### src/hdl/psb_pkg.sv
// Shared types, constants and helper functions of the pixel saturation/brightness block.
package psb_pkg;

  localparam int unsigned PixW    = 8;
  localparam int unsigned NumChan = 3;
  localparam int unsigned CfgIdxW = 2;
  localparam int unsigned MagW    = 16;
  localparam int unsigned QuoW    = 10;
  localparam int unsigned SumW    = 11;

  // Pipeline depth from input beat to output register (both stage modules)
  localparam int unsigned PipeDepth = 7;

  localparam logic [PixW-1:0] ChanMax = 8'hff;
  localparam logic [8:0]      Percent = 9'd100;

  // x / 100 == (x * 83887) >> 23 for every x below 2**16
  localparam logic [16:0]     RecipMul   = 17'd83887;
  localparam int unsigned     RecipShift = 23;

  // Configuration register indexes
  localparam logic [CfgIdxW-1:0] CfgSat = 2'd0;
  localparam logic [CfgIdxW-1:0] CfgBri = 2'd1;

  // Pixel as carried on tdata: red in the lowest byte, alpha in the highest
  typedef struct packed {
    logic [PixW-1:0] a;
    logic [PixW-1:0] b;
    logic [PixW-1:0] g;
    logic [PixW-1:0] r;
  } pix_t;

  // Color channels as lanes: 0 red, 1 green, 2 blue
  typedef logic [NumChan-1:0][PixW-1:0] chan_t;

  function automatic logic [PixW-1:0] min3(input chan_t c);
    logic [PixW-1:0] m;
    m = (c[0] < c[1]) ? c[0] : c[1];
    return (m < c[2]) ? m : c[2];
  endfunction

  function automatic logic [PixW-1:0] max3(input chan_t c);
    logic [PixW-1:0] m;
    m = (c[0] > c[1]) ? c[0] : c[1];
    return (m > c[2]) ? m : c[2];
  endfunction

  // Truncating divide by 100 of a nonnegative magnitude
  function automatic logic [QuoW-1:0] div100(input logic [MagW-1:0] m);
    logic [MagW+RecipShift-7:0] p;
    p = {{(RecipShift-6){1'b0}}, m} * {{(MagW+RecipShift-23){1'b0}}, RecipMul};
    return p[MagW+RecipShift-7 -: QuoW];
  endfunction

  // Clamp a signed sum to 0..255
  function automatic logic [PixW-1:0] clamp8(input logic signed [SumW-1:0] v);
    logic [PixW-1:0] r;
    if (v < 0) begin
      r = '0;
    end else if (v > $signed({3'b000, ChanMax})) begin
      r = ChanMax;
    end else begin
      r = v[PixW-1:0];
    end
    return r;
  endfunction

  // Signed add of a magnitude to a channel, sign chosen by neg
  function automatic logic signed [SumW-1:0] add_mag(input logic [PixW-1:0] base,
                                                     input logic [QuoW-1:0] mag,
                                                     input logic neg);
    logic [SumW-1:0] m;
    m = {1'b0, mag};
    if (neg) begin
      m = '0 - m;
    end
    return $signed({3'b000, base} + m);
  endfunction

endpackage

### src/hdl/psb_sat.sv
// Saturation pipeline: min/max, stretch multiply, divide by 100, clamp (four stages).
module psb_sat import psb_pkg::*; (
  input  logic                   clk_i,
  input  logic                   rst_ni,
  input  logic                   in_valid_i,
  output logic                   in_ready_o,
  input  pix_t                   in_pix_i,
  input  logic signed [PixW-1:0] sat_i,
  output logic                   out_valid_o,
  input  logic                   out_ready_i,
  output pix_t                   out_pix_o
);

  chan_t           in_ch;
  logic [PixW-1:0] in_mx, in_mn;
  logic [8:0]      fac, fac_neg;
  logic            fneg;
  logic [PixW-1:0] fabs;
  logic            bypass;

  logic rdy_a, rdy_b, rdy_c, rdy_d;

  logic            a_vld_q, b_vld_q, c_vld_q, d_vld_q;
  chan_t           a_ch_q, b_ch_q, c_ch_q, d_ch_q;
  logic [PixW-1:0] a_alpha_q, b_alpha_q, c_alpha_q, d_alpha_q;
  logic [PixW-1:0] a_mn_q, b_mn_q, c_mn_q;
  logic            a_bypass_q, b_bypass_q, c_bypass_q;
  logic            a_fneg_q, b_fneg_q, c_fneg_q;
  logic [PixW-1:0] a_fabs_q;

  logic [NumChan-1:0][MagW-1:0] b_mag_d, b_mag_q;
  logic [NumChan-1:0][QuoW-1:0] c_quo_d, c_quo_q;
  chan_t                        d_ch_d;

  // Stall chain: a stage takes a beat when empty or when its successor moves
  assign rdy_d      = !d_vld_q || out_ready_i;
  assign rdy_c      = !c_vld_q || rdy_d;
  assign rdy_b      = !b_vld_q || rdy_c;
  assign rdy_a      = !a_vld_q || rdy_b;
  assign in_ready_o = rdy_a;

  // Stage A front: channel extremes, stretch factor and skip decision
  assign in_ch   = {in_pix_i.b, in_pix_i.g, in_pix_i.r};
  assign in_mx   = max3(in_ch);
  assign in_mn   = min3(in_ch);
  assign fac     = {sat_i[PixW-1], sat_i} + Percent;
  assign fac_neg = 9'd0 - fac;
  assign fneg    = fac[8];
  assign fabs    = fneg ? fac_neg[PixW-1:0] : fac[PixW-1:0];
  assign bypass  = (sat_i == '0) ||
                   (!sat_i[PixW-1] && (in_mx == ChanMax)) ||
                   (sat_i[PixW-1] && (in_mx == '0));

  // Stage B front: distance from the minimum times the factor magnitude
  always_comb begin
    for (int i = 0; i < NumChan; i++) begin
      b_mag_d[i] = {8'd0, a_ch_q[i] - a_mn_q} * {8'd0, a_fabs_q};
    end
  end

  // Stage C front: divide each product by 100
  always_comb begin
    for (int i = 0; i < NumChan; i++) begin
      c_quo_d[i] = div100(b_mag_q[i]);
    end
  end

  // Stage D front: offset from the minimum and clamp, or hold the source
  always_comb begin
    for (int i = 0; i < NumChan; i++) begin
      d_ch_d[i] = c_bypass_q ? c_ch_q[i] : clamp8(add_mag(c_mn_q, c_quo_q[i], c_fneg_q));
    end
  end

  // Valid bits
  always_ff @(posedge clk_i or negedge rst_ni) begin
    if (!rst_ni) begin
      a_vld_q <= 1'b0;
      b_vld_q <= 1'b0;
      c_vld_q <= 1'b0;
      d_vld_q <= 1'b0;
    end else begin
      if (rdy_a) a_vld_q <= in_valid_i;
      if (rdy_b) b_vld_q <= a_vld_q;
      if (rdy_c) c_vld_q <= b_vld_q;
      if (rdy_d) d_vld_q <= c_vld_q;
    end
  end

  // Payload registers advance with their stage
  always_ff @(posedge clk_i) begin
    if (rdy_a) begin
      a_ch_q     <= in_ch;
      a_alpha_q  <= in_pix_i.a;
      a_mn_q     <= in_mn;
      a_bypass_q <= bypass;
      a_fneg_q   <= fneg;
      a_fabs_q   <= fabs;
    end
    if (rdy_b) begin
      b_ch_q     <= a_ch_q;
      b_alpha_q  <= a_alpha_q;
      b_mn_q     <= a_mn_q;
      b_bypass_q <= a_bypass_q;
      b_fneg_q   <= a_fneg_q;
      b_mag_q    <= b_mag_d;
    end
    if (rdy_c) begin
      c_ch_q     <= b_ch_q;
      c_alpha_q  <= b_alpha_q;
      c_mn_q     <= b_mn_q;
      c_bypass_q <= b_bypass_q;
      c_fneg_q   <= b_fneg_q;
      c_quo_q    <= c_quo_d;
    end
    if (rdy_d) begin
      d_ch_q     <= d_ch_d;
      d_alpha_q  <= c_alpha_q;
    end
  end

  assign out_valid_o = d_vld_q;
  assign out_pix_o   = '{a: d_alpha_q, b: d_ch_q[2], g: d_ch_q[1], r: d_ch_q[0]};

endmodule

### src/hdl/psb_bright.sv
// Brightness pipeline: headroom multiply, divide by 100, add and clamp (three stages).
module psb_bright import psb_pkg::*; (
  input  logic                   clk_i,
  input  logic                   rst_ni,
  input  logic                   in_valid_i,
  output logic                   in_ready_o,
  input  pix_t                   in_pix_i,
  input  logic signed [PixW-1:0] bri_i,
  output logic                   out_valid_o,
  input  logic                   out_ready_i,
  output pix_t                   out_pix_o
);

  chan_t           in_ch;
  logic [PixW-1:0] in_mn, head, babs;
  logic            bneg;
  logic [MagW-1:0] e_mag_d;

  logic rdy_e, rdy_f, rdy_g;

  logic            e_vld_q, f_vld_q, g_vld_q;
  chan_t           e_ch_q, f_ch_q, g_ch_q;
  logic [PixW-1:0] e_alpha_q, f_alpha_q, g_alpha_q;
  logic            e_bneg_q, f_bneg_q;
  logic [MagW-1:0] e_mag_q;
  logic [QuoW-1:0] f_quo_q;
  chan_t           g_ch_d;

  // Stall chain
  assign rdy_g      = !g_vld_q || out_ready_i;
  assign rdy_f      = !f_vld_q || rdy_g;
  assign rdy_e      = !e_vld_q || rdy_f;
  assign in_ready_o = rdy_e;

  // Stage E front: headroom above the new minimum times the percent magnitude
  assign in_ch   = {in_pix_i.b, in_pix_i.g, in_pix_i.r};
  assign in_mn   = min3(in_ch);
  assign head    = ChanMax - in_mn;
  assign bneg    = bri_i[PixW-1];
  assign babs    = bneg ? (8'd0 - bri_i) : bri_i;
  assign e_mag_d = {8'd0, head} * {8'd0, babs};

  // Stage G front: apply the common offset to every lane and clamp
  always_comb begin
    for (int i = 0; i < NumChan; i++) begin
      g_ch_d[i] = clamp8(add_mag(f_ch_q[i], f_quo_q, f_bneg_q));
    end
  end

  // Valid bits
  always_ff @(posedge clk_i or negedge rst_ni) begin
    if (!rst_ni) begin
      e_vld_q <= 1'b0;
      f_vld_q <= 1'b0;
      g_vld_q <= 1'b0;
    end else begin
      if (rdy_e) e_vld_q <= in_valid_i;
      if (rdy_f) f_vld_q <= e_vld_q;
      if (rdy_g) g_vld_q <= f_vld_q;
    end
  end

  // Payload registers advance with their stage
  always_ff @(posedge clk_i) begin
    if (rdy_e) begin
      e_ch_q    <= in_ch;
      e_alpha_q <= in_pix_i.a;
      e_bneg_q  <= bneg;
      e_mag_q   <= e_mag_d;
    end
    if (rdy_f) begin
      f_ch_q    <= e_ch_q;
      f_alpha_q <= e_alpha_q;
      f_bneg_q  <= e_bneg_q;
      f_quo_q   <= div100(e_mag_q);
    end
    if (rdy_g) begin
      g_ch_q    <= g_ch_d;
      g_alpha_q <= f_alpha_q;
    end
  end

  assign out_valid_o = g_vld_q;
  assign out_pix_o   = '{a: g_alpha_q, b: g_ch_q[2], g: g_ch_q[1], r: g_ch_q[0]};

endmodule

### src/hdl/pixel_saturation_brightness.sv
// Top level of the pixel saturation and brightness adjuster.
//
// Usage: pixels enter on the s_axis stream, one beat per pixel, and leave on
// the m_axis stream in the same order, one beat per pixel. tdata packs red,
// green, blue and alpha from the lowest byte up; alpha passes unchanged.
// Two signed percent registers, saturation (index 0) and brightness
// (index 1), are written on the cfg channel, which is always ready; a write
// to any other index is dropped. Write them only while no pixel is in flight.
// From an input beat to its output beat a pixel passes four stages of
// saturation (extremes, stretch multiply, reciprocal divide, clamp) and
// three of brightness (headroom multiply, reciprocal divide, add and clamp).
// Throughput is one pixel per clock while the receiver is ready, set by
// the fully pipelined multiplier lanes. Every stage has its own valid bit,
// so when the receiver stalls the output beat holds, empty stages upstream
// still fill, and s_axis_tready falls only once all seven stages hold pixels.
// Reset clears all valid bits and both registers to zero (both adjustments
// off, pixels pass unchanged).
module pixel_saturation_brightness import psb_pkg::*; (
  input  logic               clk_i,
  input  logic               rst_ni,
  input  logic               s_axis_tvalid_i,
  output logic               s_axis_tready_o,
  input  logic [4*PixW-1:0]  s_axis_tdata_i,   // red_in, green_in, blue_in, alpha_in
  output logic               m_axis_tvalid_o,
  input  logic               m_axis_tready_i,
  output logic [4*PixW-1:0]  m_axis_tdata_o,   // red_out, green_out, blue_out, alpha_out
  input  logic               cfg_valid_i,
  output logic               cfg_ready_o,
  input  logic [CfgIdxW-1:0] cfg_index_i,
  input  logic [PixW-1:0]    cfg_data_i
);

  logic signed [PixW-1:0] sat_q, bri_q;
  pix_t                   in_pix, mid_pix, out_pix;
  logic                   mid_valid, mid_ready;

  // Configuration registers; unknown indexes are dropped
  assign cfg_ready_o = 1'b1;

  always_ff @(posedge clk_i or negedge rst_ni) begin
    if (!rst_ni) begin
      sat_q <= '0;
      bri_q <= '0;
    end else if (cfg_valid_i) begin
      unique case (cfg_index_i)
        CfgSat:  sat_q <= $signed(cfg_data_i);
        CfgBri:  bri_q <= $signed(cfg_data_i);
        default: ;
      endcase
    end
  end

  assign in_pix = s_axis_tdata_i;

  psb_sat u_sat (
    .clk_i       (clk_i),
    .rst_ni      (rst_ni),
    .in_valid_i  (s_axis_tvalid_i),
    .in_ready_o  (s_axis_tready_o),
    .in_pix_i    (in_pix),
    .sat_i       (sat_q),
    .out_valid_o (mid_valid),
    .out_ready_i (mid_ready),
    .out_pix_o   (mid_pix)
  );

  psb_bright u_bright (
    .clk_i       (clk_i),
    .rst_ni      (rst_ni),
    .in_valid_i  (mid_valid),
    .in_ready_o  (mid_ready),
    .in_pix_i    (mid_pix),
    .bri_i       (bri_q),
    .out_valid_o (m_axis_tvalid_o),
    .out_ready_i (m_axis_tready_i),
    .out_pix_o   (out_pix)
  );

  assign m_axis_tdata_o = out_pix;

endmodule

### config.mk
export PLATFORM = sky130hd
export DESIGN_NAME = pixel_saturation_brightness
export DESIGN_NICKNAME = d
export VERILOG_FILES = /design/src/hdl/psb_pkg.sv /design/src/hdl/psb_sat.sv /design/src/hdl/psb_bright.sv /design/src/hdl/pixel_saturation_brightness.sv
export SDC_FILE = /design/constraint.sdc
export NUM_CORES = 2
export LEC_CHECK = 0
export BUFFER_PORTS_ARGS = -buffer_cell sky130_fd_sc_hd__buf_2
export CORE_ASPECT_RATIO = 0.5
export CORE_MARGIN = 2
export CORE_UTILIZATION = 45
export DETAILED_ROUTE_END_ITERATION = 10
export HOLD_SLACK_MARGIN = 0.03
export PLACE_DENSITY = 0.61
export SYNTH_ARGS = -nofsm -noshare
export SYNTH_HDL_FRONTEND = slang
export SYNTH_SLANG_ARGS = --single-unit
### constraint.sdc
create_clock -name clk_i -period 17.6 [get_ports clk_i]
set_input_delay 0.88 -clock clk_i [delete_from_list [all_inputs] [get_ports clk_i]]
set_output_delay 0.88 -clock clk_i [all_outputs]
set_load 0.01 [all_outputs]
==> summary.md <==
| Metric | Value |
|---|---|
| Fin crit period | 8.707 ns |
| Startpoint types | flip-flop |
| Vias in the first global route | 29950 |
| Max reg flops | 48 |
| Largest registers | u_sat.b_mag_q (48), u_sat.c_quo_q (30) |
| Slew Viols, Final | 0 |
| Commonest non-fill, non-tap cells in the layout | 982 x inv_1, 794 x ha_1, 541 x fa_1, 368 x edfxtp_1, 195 x nand2_1 |
| Area growth syn-to-layout | 7.157% |
| Status | finished, final reports clean |
| Clk slew on worst S/H paths | 0.07 ns |
| H-tree levels | 2 |
| Area fraction of the dominant cell type after synthesis | 24.59% |
| Clock sink total | 391 |
| Crit Path Class | flip-flop to flip-flop |
| RSZ-0062 raised after global routing | false |
| WP data arrival | 9.04 ns |
| Period Utilization, post-route | 49.47% |
| Post-CTS setup buffers | 0 |
| FMAX | 0.1149 GHz |
| Worst-margin pin slew | 1.270 ns |
| DRC | 0 |
| Nets@finish | 5593 |
| Seq/Total Area, Yosys | 25.87% |
| Biggest area consumer among synthesized cells | edfxtp_1 |
| CTS buffer count | 39 |
| Max incr delay on CP | 0.81 ns |
| DIE AREA | 102600 µm² |
| Max_cap viols | 0 |
| Worst setup EP type | flip-flop |
| Synthesized area per cell | 10.91 µm² |
| DRT Wirelength | 93.09 mm |
| Post-Synth Simple-Gate Area | 7.605% |
| CP max FO | 15 |
| CTS tree | built |
| Setup-failing EPs final | 0 |
| Pin count of the biggest net entering global routing | 79 |
| Core area | 98310 µm² |
| Asr flop ratio synth | 5.882% |
| Clock skew | 0.03128 ns |
| Commonest non-fill, non-tap cell in the layout | inv_1 |
| Port Buf Inserts | 80 |
| Post-CTS Resized | 0 |
| Largest family of logic cells by synthesized area | adder cells |
| Largest Register | u_sat.b_mag_q |
| Iter 0 DRT Violations | 1537 |
| CTS Hold Buffers Added | 0 |
| Clock root buffer | clkbuf_16 |
| Die X | 450.9 µm |
| Total negative slack | 0 ns |
| DR pass1 iterations | 5 |
| EDFF count, synth | 368 |
| Adder-cell share of the synthesized area | 46.20% |
| Clock buffer depth | 3 |
| Synth Area in Compound Gates | 7.037% |
| Synth Register Bits | 391 |
| Average wire per standard cell | 16.71 µm |
| Synth top area cells | edfxtp_1 25%, fa_1 24%, ha_1 22% |
| HP Class | primary input to asynchronous set/reset pin |
| Post-Synthesis Cell Area | 44950 µm² |
| Synth warn | 0 |
| Num ports | 82 |
| Max-slew headroom | 15.21% |
| Post-DP HPWL | 78.60 mm |
| Mux cell area share after synthesis | 1.211% |
| Final hold vios | 0 |
| First-pass GRT wire length | 156.5 mm |
| XOR/XNOR Fraction of Synth Area | 3.496% |
| Required @ worst endpoint | 17.94 ns |
| GR Overflow Total | 0 |
| Mapped Nets | 5503 |
| GRT Util Overall | 18.95% |
| Post-Synthesis Cells | 4121 |
| Worst-Skew Late Latency | 0.59 ns |
| Vias per cell | 5.059 |
| Vias | 28190 |
| Initial core utilization | 45.72% |
| Unique masters post-synth | 87 |
| Synth Flop Type | edfxtp_1 |
| Post-route ant nets | 0 |
| Cell Rows | 81 |
| Placer Congestion | 0.9130 |
| Slowest-stage cell, CP | o21bai_1 |
| Initial antenna violation count | 7 |
| Fraction of layout instances using a drive strength above 1 | 5.163% |
| Die H | 227.5 µm |
## per-stage QoR
step,setup slack [ns],area (µm²),hold slack [ns],std cells,utilization (%)
after CTS,8.851,48160,0.2654,5570,48.99
after detailed placement,8.896,46930,0.4045,5498,47.73
after global placement,8.987,46930,0.4010,5498,47.73
final,8.893,48160,0.2766,5572,48.99
after floorplan,10.38,44950,0.4003,4121,-
after global routing,8.224,48160,0.3134,5572,48.99
## synth_stat cells (37+ instances only)
cell type	instances
inv_1	982
ha_1	794
fa_1	541
edfxtp_1	368
nand2_1	197
xnor2_1	135
nor2_1	130
a21oi_1	110
o21ai_0	84
and2_1	65
nor2b_1	51
o21a_1	48
a21o_1	43
nor3b_1	41
xor2_1	37
## layout make-up
| cell class | count | area (µm²) |
|---|---|---|
| diodes | 2 | 5.005 |
| clock buffers | 44 | 994.7 |
| clock inverters | 28 | 237.7 |
| fillers | 8932 | 50140 |
| inverters | 984 | 3694 |
| multi-input cells | 2709 | 29500 |
| flip-flops and latches | 391 | 11630 |
| well taps | 1328 | 1662 |
| repair buffers | 86 | 445.4 |
## path summary, 6_finish.rpt
path / start / endpoint / slack [ns] / depth (start not counted)
max in group asynchronous: rst_ni / sat_q[0]$_DFFE_PN0P_ / 16.93 / 1
min: rst_ni / sat_q[7]$_DFFE_PN0P_ / 0.28 / 1
max: u_sat.out_pix_o[1]$_DFFE_PP_ / u_bright.e_mag_q[15]$_DFFE_PP_ / 8.89 / 30
max reg2reg: u_sat.out_pix_o[1]$_DFFE_PP_ / u_bright.e_mag_q[15]$_DFFE_PP_ / 8.89 / 30
min in group clk_i: u_sat.b_mn_q[0]$_DFFE_PP_ / u_sat.c_mn_q[0]$_DFFE_PP_ / 0.40 / 0
min reg2reg: u_sat.b_mn_q[0]$_DFFE_PP_ / u_sat.c_mn_q[0]$_DFFE_PP_ / 0.40 / 0
## kinds of logic after synthesis
logic type,Yosys count
buf+inv,1021
fa+ha+maj,1335
compound gates,478
xor+xnor,176
other cells,1
flops,391
simple gates,669
mux,50
## metal layers
metal	wire, µm	up-vias	track usage [%]	part of all wire, %
met4	1487	0	3.679	1.6
met3	2642	99	1.766	2.8
met5	0	-	0	0
li1	-	13700	-	-
met2	43620	352	31.87	47
met1	45350	14040	26.91	49
## critical path: cells and delay by family (launching register included)
kind,cells,cell delay [ns]
compound gates,13,3.17
fa+ha+maj,7,2.87
simple gates,4,1.22
mux,1,0.45
flops,1,0.42
buf+inv,4,0.23
xor+xnor,1,0.10
Power is left out: the tool's default activity adds up to more than one toggle a clock period on the data nets, which glitch-free logic cannot reach.
